--- src/rtl/ihs_pkg.sv ---
// Shared constants, codes and types of the item support histogram.
package ihs_pkg;

   // default sizing
   localparam int NUM_BINS_DEFAULT   = 4096;
   localparam int COUNT_BITS_DEFAULT = 32;

   // request kinds, carried in req_tuser
   localparam logic [1:0] REQ_TEXT = 2'd0;
   localparam logic [1:0] REQ_END  = 2'd1;
   localparam logic [1:0] REQ_READ = 2'd2;

   // result kinds, carried in rsp_tuser
   localparam logic RSP_SUMMARY = 1'b0;
   localparam logic RSP_BIN     = 1'b1;

   // characters
   localparam logic [7:0] CH_ZERO    = 8'h30;
   localparam logic [7:0] CH_NINE    = 8'h39;
   localparam logic [7:0] CH_NEWLINE = 8'h0A;
   localparam int         DIGIT_BASE = 10;

   // field widths
   localparam int KIND_BITS     = 2;
   localparam int BYTE_BITS     = 8;
   localparam int INDEX_BITS    = 12;
   localparam int OUT_COUNT_BITS = 32;
   localparam int USED_BITS     = 13;

   // stream widths
   localparam int REQ_DATA_BITS = 24;
   localparam int RSP_DATA_BITS = 80;

   // rsp_tdata field positions
   localparam int RSP_TXN_LSB   = 0;
   localparam int RSP_USED_LSB  = 32;
   localparam int RSP_VALUE_LSB = 45;
   localparam int RSP_RANGE_BIT = 77;
   localparam int RSP_SAT_BIT   = 78;

   // parser status towards the top level
   typedef struct packed {
      logic inc_req;    // a finished item hits a bin this transfer
      logic any_item;   // some in-range item has been seen
      logic range_err;  // sticky: an item was too large
      logic line_sat;   // sticky: line count saturated
   } parse_status_type;

   // histogram update status
   typedef struct packed {
      logic clear_busy; // clearing pass after reset in progress
      logic sat_hit;    // bin being updated is already at its maximum
   } update_status_type;

endpackage

--- src/rtl/ihs_text_parse.sv ---
// Text parser: number accumulation, line count, highest item and sticky flags.
module ihs_text_parse #(
   parameter int NUM_BINS   = ihs_pkg::NUM_BINS_DEFAULT,
   parameter int COUNT_BITS = ihs_pkg::COUNT_BITS_DEFAULT
) (
   input  logic                          clock,
   input  logic                          reset,
   input  logic                          take,
   input  logic [ihs_pkg::KIND_BITS-1:0] kind,
   input  logic [ihs_pkg::BYTE_BITS-1:0] text_byte,
   output logic [$clog2(NUM_BINS)-1:0]   inc_addr,
   output logic [$clog2(NUM_BINS)-1:0]   highest_item,
   output logic [COUNT_BITS-1:0]         line_count,
   output ihs_pkg::parse_status_type     status
);

   localparam int IDX_BITS = $clog2(NUM_BINS);
   localparam int ACC_BITS = $clog2(NUM_BINS + 1);
   localparam int MUL_BITS = ACC_BITS + 4;

   logic [ACC_BITS-1:0]   acc_ff, acc_in;
   logic                  digit_seen_ff, digit_seen_in;
   logic [COUNT_BITS-1:0] line_ff, line_in;
   logic [IDX_BITS-1:0]   highest_ff, highest_in;
   logic                  any_ff, any_in;
   logic                  range_ff, range_in;
   logic                  line_sat_ff, line_sat_in;

   logic                  is_digit;
   logic                  finish;
   logic                  item_done;
   logic                  too_big;
   logic                  inc_req;
   logic                  newline;
   logic [3:0]            digit;
   logic [MUL_BITS-1:0]   acc_mul;

   always_comb begin
      is_digit  = (text_byte >= ihs_pkg::CH_ZERO) && (text_byte <= ihs_pkg::CH_NINE);
      finish    = take && (((kind == ihs_pkg::REQ_TEXT) && !is_digit) ||
                           (kind == ihs_pkg::REQ_END));
      item_done = finish && digit_seen_ff;
      too_big   = acc_ff >= ACC_BITS'(NUM_BINS);
      inc_req   = item_done && !too_big;
      newline   = take && (kind == ihs_pkg::REQ_TEXT) && (text_byte == ihs_pkg::CH_NEWLINE);
      digit     = 4'(text_byte - ihs_pkg::CH_ZERO);
      // times ten as two shifts
      acc_mul   = (MUL_BITS'(acc_ff) << 3) + (MUL_BITS'(acc_ff) << 1) + MUL_BITS'(digit);

      acc_in        = acc_ff;
      digit_seen_in = digit_seen_ff;
      line_in       = line_ff;
      line_sat_in   = line_sat_ff;
      highest_in    = highest_ff;
      any_in        = any_ff;
      range_in      = range_ff;

      if (take && (kind == ihs_pkg::REQ_TEXT) && is_digit) begin
         // clamp once the number reaches the table size
         if (acc_mul > MUL_BITS'(NUM_BINS)) begin
            acc_in = ACC_BITS'(NUM_BINS);
         end else begin
            acc_in = ACC_BITS'(acc_mul);
         end
         digit_seen_in = 1'b1;
      end
      if (finish) begin
         acc_in        = '0;
         digit_seen_in = 1'b0;
      end
      if (item_done && too_big) begin
         range_in = 1'b1;
      end
      if (inc_req) begin
         if (!any_ff || (acc_ff[IDX_BITS-1:0] > highest_ff)) begin
            highest_in = acc_ff[IDX_BITS-1:0];
         end
         any_in = 1'b1;
      end
      if (newline) begin
         if (line_ff == {COUNT_BITS{1'b1}}) begin
            line_sat_in = 1'b1;
         end else begin
            line_in = line_ff + 1'b1;
         end
      end
   end

   always_ff @(posedge clock) begin
      if (reset) begin
         acc_ff        <= '0;
         digit_seen_ff <= 1'b0;
         line_ff       <= '0;
         line_sat_ff   <= 1'b0;
         highest_ff    <= '0;
         any_ff        <= 1'b0;
         range_ff      <= 1'b0;
      end else begin
         acc_ff        <= acc_in;
         digit_seen_ff <= digit_seen_in;
         line_ff       <= line_in;
         line_sat_ff   <= line_sat_in;
         highest_ff    <= highest_in;
         any_ff        <= any_in;
         range_ff      <= range_in;
      end
   end

   assign inc_addr         = acc_ff[IDX_BITS-1:0];
   assign highest_item     = highest_ff;
   assign line_count       = line_ff;
   assign status.inc_req   = inc_req;
   assign status.any_item  = any_ff;
   assign status.range_err = range_ff;
   assign status.line_sat  = line_sat_ff;

endmodule

--- config.mk ---
export PLATFORM = sky130hd
export DESIGN_NAME = ihs_text_parse
export DESIGN_NICKNAME = d
export VERILOG_FILES = /design/src/rtl/ihs_pkg.sv /design/src/rtl/ihs_text_parse.sv
export SDC_FILE = /design/constraint.sdc
export NUM_CORES = 1
export LEC_CHECK = 0
export BUFFER_PORTS_ARGS = -buffer_cell sky130_fd_sc_hd__clkbuf_2
export CORE_MARGIN = 4
export CORE_UTILIZATION = 25
export DETAILED_ROUTE_END_ITERATION = 10
export PLACE_DENSITY = 0.42
export SLEW_MARGIN = 40
export SYNTH_ARGS = -nofsm -noshare
export SYNTH_HDL_FRONTEND = slang
export SYNTH_SLANG_ARGS = --single-unit
--- constraint.sdc ---
create_clock -name clock -period 4.1 [get_ports clock]
set_clock_uncertainty 0.15 [all_clocks]
set_input_delay 0.41 -clock clock [delete_from_list [all_inputs] [get_ports clock]]
set_output_delay 0.41 -clock clock [all_outputs]
set_load 0.005 [all_outputs]
; ---- Yosys cells after proc, flatten, opt, wreduce, memory -nomap -nowiden
; Index checks and enable logic that the tools add are counted.
[word_totals]
reg_bits = 61
in_bits = 13
wordCells = 40
[classes]
addsub = 4
magnitude_cmp = 5
eq_ne = 3
n_mux = 1
n_bitwise = 1
n_reduce_logical = 19
[op_table]
columns = cell, count
row1 = $add 32x1->32 const B, 1
row2 = $eq 32x32->1 const B, 1
row3 = $add 16x14->17, 1
row4 = $add 17x4->17, 1
row5 = $gt 17x13->1 const B, 1
row6 = $ge 13x13->1 const B, 1
row7 = $mux 13, 1
row8 = $gt 12x12->1, 1
row9 = $logic_and 1x1->1, 9
row10 = $eq 8x4->1 const B, 1
row11 = $ge 8x6->1 const B, 1
row12 = $le 8x6->1 const B, 1
row13 = $reduce_and 2->1, 3
row14 = $sub 4x1->4 const B, 1
row15 = $logic_not 1->1, 3
row16 = $eq 2x1->1 const B, 1
row17 = $logic_not 2->1, 1
row18 = $logic_or 1x1->1, 2
row19 = $reduce_or 2->1, 1
row20 = $not 1->1, 1

; ---- Depth between registers and ports, before layout
; Gate-level depths: netlist of run 1.
[depth]
ltp_word = 9
ltp_mapped = 12
ltp_nobuf = 11

; ---- Least setup slack after synthesis of run 1
; No wires, ideal clock.
[synth_timing]
path_type = input to register
startpoint = in text_byte[3] in the netlist's numbering
endpoint = reg acc_ff[7]
setup_ns = 0.087
t_arrival_ns = 3.094
setup_slack_ns = 0.769
stages = 11
n_path_buf = 0
path_cell_list = inv_1 fa_1 inv_1 ha_1 a21o_1 and4_1 or3_1 a2111oi_0 o2111a_1 nor2_1 o31ai_1
[synth_via]
elab_chain_len = 7
word_cells_on_any_way = 13
cone_classes = add/sub: 2 / order compare: 3 / mux: 1 / reduce/logical: 7
[synth_rtl]
columns = element, line_no
row1 = from (decl), ihs_text_parse.sv:10  ; input logic [ihs_pkg::BYTE_BITS-1:0] text_byte,
row2 = branches (longest 7 deep; another with $add 17x4->17), -
row3 = to (signal assigned), ihs_text_parse.sv:99  ; acc_ff <= acc_in;
row4 = to (decl), ihs_text_parse.sv:21  ; logic [ACC_BITS-1:0] acc_ff, acc_in;
; Parallel ways; which one is timed is not known.
; A chain may end at the register's enable or synchronous reset.

; ---- Worst setup path after layout of run 1
[layout_timing]
startpoint = reg acc_ff[2]
endpoint = reg acc_ff[8]
[layout_via]
elab_chain_len = 4
[layout_rtl]
columns = element, line_no
row1 = $add 16x14->17 (*), ihs_text_parse.sv:48  ; acc_mul = (MUL_BITS'(acc_ff) << 3) + (MUL_BITS'(acc_ff) << 1) + MUL_BITS'(digit);
row2 = $add 17x4->17 (*), ihs_text_parse.sv:48
row3 = $gt 17x13->1, ihs_text_parse.sv:60  ; if (acc_mul > MUL_BITS'(NUM_BINS)) begin
row4 = $mux 13 (*), ihs_text_parse.sv:60
; Mark *: on every way between the ends. The rest lies on a longest branch, timed or not.

==> results.json, run 1 <==
{
  "status": "finished, final reports clean",
  "postLayoutCellArea_mm2": 0.00493,
  "synth-adder-area-share": 0.124,
  "vias": 3754,
  "antenna_found_initial": 0,
  "layout.cells.most_common": "clkbuf_2",
  "dieArea_mm2": 0.0187,
  "layout-drive-gt1-share": 0.207,
  "critPathMaxFanout": 12,
  "io_pins": 73,
  "postCtsHoldBufs": 0,
  "yosysSeqAreaShare": 0.295,
  "hold_start": "text_byte[0]",
  "ant_nets": 0,
  "diodes": 0,
  "drv_slew": 0,
  "powerDensity_mw_per_mm2": 284,
  "total_leakage_power_nw": 2.12,
  "ctsHtreeMaxLevel": 3,
  "fill_cells": 1719,
  "die_h_um": 137,
  "portBuffers": 72,
  "routed_wl_um": 11700,
  "hold_class": "primary input to flop",
  "cp.arrival_ns": 3.71,
  "yosys-top-cells-area": "dfxtp_1 29%, ha_1 11%, nor2_1 4.3%, xnor2_1 4.2%, nand3_1 4.1%",
  "r2r_start": "acc_ff[2]",
  "rows": 46,
  "route.met3.wl_um": 594,
  "max-clock-path-buffers": 2,
  "clk_latency_ns": 0.34,
  "grt_overflow": 0,
  "path_clk_slew_ns": 0.05,
  "ys_ff_latch": 61,
  "wl_per_cell_um": 15.1,
  "grt_pass1_vias": 3644,
  "cts_resized": 0,
  "gp_congestion": 0.770,
  "synth_cell_type_count": 65,
  "initialDrtViolationCount": 143,
  "finalSetupViolCount": 0,
  "synth_top_cell_by_area": "dfxtp_1",
  "cts_sinks": 61,
  "max_clock_freq_ghz": 0.277,
  "synth.avg_cell_area_um2": 8.32,
  "vdd_drop_max_uv": 200,
  "die_w_um": 137,
  "synth-compound-area-share": 0.172,
  "yosys_warnings": 0,
  "async_flop_share": 0,
  "area_growth_pct": 18.9,
  "synth_mux_area_frac": 0.0160,
  "worstPathRequired_ns": 4.20,
  "post-route-period-util": 0.882,
  "placed_area_mm2": 0.00463,
  "place_hpwl_um": 8920,
  "fin_tns_setup_ns": 0,
  "coreArea_mm2": 0.0161,
  "synth-simple-area-share": 0.260,
  "period_minus_slack_ns": 3.62,
  "end_kind": "flop",
  "slew_headroom": 0.506,
  "dr_wl_met2_um": 5370,
  "critPathKind": "flop to flop",
  "crit_path_start_kind": "flop",
  "synth_flop_cell": "dfxtp_1",
  "drt_pass1_iterations": 4,
  "syn_inst": 498,
  "cts_setup_buffers": 0,
  "syn_nets": 551,
  "yosysTopAreaCellShare": 0.295,
  "drc": 0,
  "fin_ws_ns": 0.485,
  "cts_tree": "yes",
  "final_nets": 604,
  "initial_core_util": 0.258,
  "cts_buffers": 9,
  "grt_pass1_wl_um": 19000,
  "viasPerCell": 4.87,
  "dp.cells": 756,
  "synth_edf_count": 0,
  "grt_max_degree": 57,
  "fin_cells": 771,
  "grt_usage": 0.128,
  "cap_violations": 0,
  "highest_layer": "met4",
  "cts-root-buf": "clkbuf_16",
  "dp_worst_setup_slack_ns": 0.362,
  "wl_met1_um": 5540,
  "synth_top_family_by_area": "simple AND/OR/NAND/NOR gates",
  "layout_common_cells": "72 x clkbuf_2, 61 x dfxtp_1, 47 x nor2_1, 38 x ha_1, 34 x nand3_1",
  "syn_area_mm2": 0.00415,
  "yosys.area_share.xor_xnor": 0.0634,
  "rsz0062_at_grt": "false",
  "final_hold_viol_count": 0,
  "crit_start": "acc_ff[2]",
  "worst_pin_slew_ns": 0.739
}
==> through the flow <==
stage	hold slack (ns)	utilization	total power [mW]
5_1_grt	0.277	0.307	1.46
6_report	0.261	0.307	1.40
4_1_cts	0.248	0.307	1.43
3_3_place_gp	0.334	0.287	0.641
3_5_place_dp	0.339	0.288	0.641
2_1_floorplan	0.292	-	0.626
==> cells by family after synthesis <==
group	Yosys count
compound gates	111
xor+xnor	30
fa+ha+maj	40
buf+inv	58
flops	61
mux	6
simple gates	192
==> area by class of cell <==
cell class / count / area (um^2) / share of cell area
multi-input combinational: 379 / 2650 / 0.537
sequential: 61 / 1220 / 0.248
timing repair buffer: 78 / 405 / 0.0823
tap: 216 / 270 / 0.0549
clock buffer: 11 / 253 / 0.0513
inverter: 22 / 82.6 / 0.0168
clock inverter: 4 / 47.5 / 0.00965
==> Yosys cell counts (3+ instances only) <==
master / count
clkbuf_1: 19
nand2_1: 28
nor3_1: 5
and4_1: 6
buf_4: 16
nor3b_1: 3
ha_1: 38
nand2b_1: 6
xnor2_1: 20
o21ai_0: 32
dfxtp_1: 61
inv_1: 22
a21oi_1: 25
nor2_1: 47
nand4_1: 9
mux2_2: 5
nor2b_1: 11
nor4_1: 11
o31ai_1: 4
nand3_1: 34
and3_1: 5
xor2_1: 10
nor4b_1: 3
a21o_1: 11
o211ai_1: 11
o21a_1: 5
or3_1: 3
==> sequential cells by signal, summed over array words and instances, names as in the netlist <==
| name | cells |
|---|---|
| line_sat_ff | 1 |
| highest_item | 12 |
| digit_seen_ff | 1 |
| range_ff | 1 |
| any_ff | 1 |
| line_count | 32 |
| acc_ff | 13 |
==> report_power, final <==
part           internal [mW]  switching, mW  total (mW)
logic                 0.0107         0.0232      0.0339
registers              0.593       0.000193       0.594
clock network          0.497          0.274       0.771
total                   1.10          0.298        1.40
==> metal layers <==
layer,global-route usage,up-vias
met5,0,-
met4,0.0364,0
met3,0.0386,14
met2,0.206,80
met1,0.166,1761
li1,-,1899
==> worst paths after layout <==
path	end	slack (ns)	cells past startpoint
setup reg to reg	acc_ff[8]	0.48	11
hold / removal	acc_ff[0]	0.26	3
hold reg to reg	highest_item[10]	0.35	2
setup / recovery	acc_ff[8]	0.48	11
==> worst max-delay path: stages, from the launching register on <==
cell and delay (ns):
dfxtp_1 0.45, inv_1 0.09, fa_1 0.54, inv_1 0.06
ha_1 0.28, a21o_1 0.18, and4_1 0.26, or2_2 0.33
a311oi_1 0.32, xor2_1 0.22, nand3_1 0.31, o31ai_1 0.33
Power figures use the tool's default switching activity.
==> inputs of run 2 (changes only) <==
Settings changed: CORE_UTILIZATION 25 to 35, PLACE_DENSITY 0.42 to 0.54.
==> run 2 against run 1 <==
Net effect: count of clock-buffer cells in the layout decreased by 1; die area decreased by 27%; combinational power hardly changed; sequential power hardly changed; design area is 1.5% lower; power rose by 3.8%; critical endpoint is now acc_ff[4]; largest power group unchanged.
==> results.json, run 2 (same netlist as run 1, synthesis figures left out) <==
{
  "postCtsHoldBufs": 0,
  "crit_start": "acc_ff[2]",
  "portBuffers": 72,
  "rsz0062_at_grt": "false",
  "cp-endpoint": "acc_ff[4]",
  "cts-root-buf": "clkbuf_16",
  "initialDrtViolationCount": 198,
  "powerDensity_mw_per_mm2": 299,
  "path_clk_slew_ns": 0.05,
  "final_nets": 602,
  "timing.rr.end": "acc_ff[4]",
  "drc": 0,
  "place_hpwl_um": 8190,
  "layout.cells.most_common": "clkbuf_2",
  "met3_usage": 0.0442,
  "total_leakage_power_nw": 2.12,
  "dp_worst_setup_slack_ns": 0.364,
  "cap_violations": 0,
  "die_w_um": 117,
  "drv_slew": 0,
  "cts_sinks": 61,
  "initial_core_util": 0.360,
  "die_h_um": 117,
  "antenna_found_initial": 0,
  "rr_worst_depth": 11,
  "ant_nets": 0,
  "cp.arrival_ns": 3.78,
  "post-route-period-util": 0.901,
  "max_clock_freq_ghz": 0.271,
  "internal_power_mw": 1.15,
  "layout-drive-gt1-share": 0.209,
  "worst_pin_slew_ns": 0.626,
  "critPathKind": "flop to flop",
  "fill_cells": 1171,
  "hold_class": "primary input to flop",
  "grt_pass1_vias": 3491,
  "cts_buffers": 9,
  "p_sw_mw": 0.301,
  "worstPathRequired_ns": 4.19,
  "max-clock-path-buffers": 2,
  "cts_setup_buffers": 0,
  "largest_reg_flops": 32,
  "cts_tree": "yes",
  "grt_max_degree": 42,
  "grt_pass1_wl_um": 17800,
  "slew_headroom": 0.583,
  "switching_share": 0.207,
  "layout_common_cells": "72 x clkbuf_2, 61 x dfxtp_1, 46 x nor2_1, 38 x ha_1, 34 x nand3_1",
  "r2r_start": "acc_ff[2]",
  "fin_tns_setup_ns": 0,
  "area_growth_pct": 17.1,
  "grt_overflow": 0,
  "routed_wl_um": 10800,
  "vdd_drop_max_uv": 217,
  "rows": 39,
  "critPathMaxFanout": 6,
  "viasPerCell": 5.34,
  "coreArea_mm2": 0.0115,
  "pwr-share-comb": 0.024,
  "crit_path_start_kind": "flop",
  "finalSetupViolCount": 0,
  "use_met2": 0.257,
  "fin_ws_ns": 0.407,
  "reg2reg_setup_slack_ns": 0.41,
  "final_hold_viol_count": 0,
  "clkPwrFrac": 0.568,
  "clk_latency_ns": 0.33,
  "met1_usage": 0.223,
  "gp_congestion": 0.800,
  "drt_pass1_iterations": 4,
  "wl_per_cell_um": 15.5,
  "grt_usage": 0.165,
  "status": "finished, final reports clean",
  "cts_resized": 0,
  "vias": 3723,
  "grt_most_used_layer": "met2",
  "dieArea_mm2": 0.0136,
  "diodes": 0,
  "seq_power_share": 0.409,
  "ctsHtreeMaxLevel": 3,
  "io_pins": 73,
  "end_kind": "flop",
  "period_minus_slack_ns": 3.69
}
-- run 2: cell types whose count changed in the layout (fill, tap and decap cells not counted), sizes merged --
cell and delta:
buf -2, bufinv +1, clkbuf -1, clkinv +1
-- run 2: worst min-delay path by stage --
stage / startpoint / endpoint / slack (ns) / depth (start not counted)
floorplan: range_ff / range_ff / 0.29 / 2
global placement: line_sat_ff / line_sat_ff / 0.31 / 2
detailed placement: line_sat_ff / line_sat_ff / 0.31 / 2
CTS: text_byte[0] / acc_ff[0] / 0.27 / 3
global route: text_byte[0] / acc_ff[0] / 0.32 / 3
finish: text_byte[0] / acc_ff[0] / 0.30 / 3
-- run 2: cell type report --
cell class | instances | area (um^2) | area share
multi-input combinational | 379 | 2650 | 0.547
sequential | 61 | 1220 | 0.252
timing repair buffer | 76 | 390 | 0.0805
clock buffer | 10 | 239 | 0.0493
tap | 143 | 179 | 0.0369
clock inverter | 6 | 86.3 | 0.0178
inverter | 22 | 82.6 | 0.0170
-- run 2: power groups by stage --
stage	Sequential (mW)	Clock (mW)	Combinational, mW
2_1_floorplan	0.606	0	0.0201
3_3_place_gp	0.606	0	0.0338
3_5_place_dp	0.606	0	0.0341
4_1_cts	0.593	0.845	0.0342
5_1_grt	0.593	0.877	0.0386
6_report	0.593	0.824	0.0342
-- run 2: critical path, stage by stage, from the launching register on --
cell       delay (ns)
dfxtp_1          0.48
inv_1            0.10
fa_1             0.54
inv_1            0.06
ha_1             0.28
a21o_1           0.18
and4_1           0.25
or3_1            0.38
a2111oi_0        0.44
o2111a_1         0.38
nor2_1           0.11
o31ai_1          0.26
-- run 2: per-layer routing --
layer,routed length [um],part of all wire
met2,4890,0.45
met4,138,0.013
met1,5260,0.49
met3,491,0.046
met5,0,0
-- run 2: per-stage QoR --
stage	hold WS (ns)	cell area, um^2	power [mW]	cells	util
finish	0.300	4850	1.45	697	0.421
global route	0.321	4850	1.51	697	0.421
CTS	0.268	4850	1.47	697	0.421
detailed placement	0.314	4520	0.640	681	0.393
global placement	0.306	4510	0.640	681	0.392
floorplan	0.292	4150	0.626	498	-
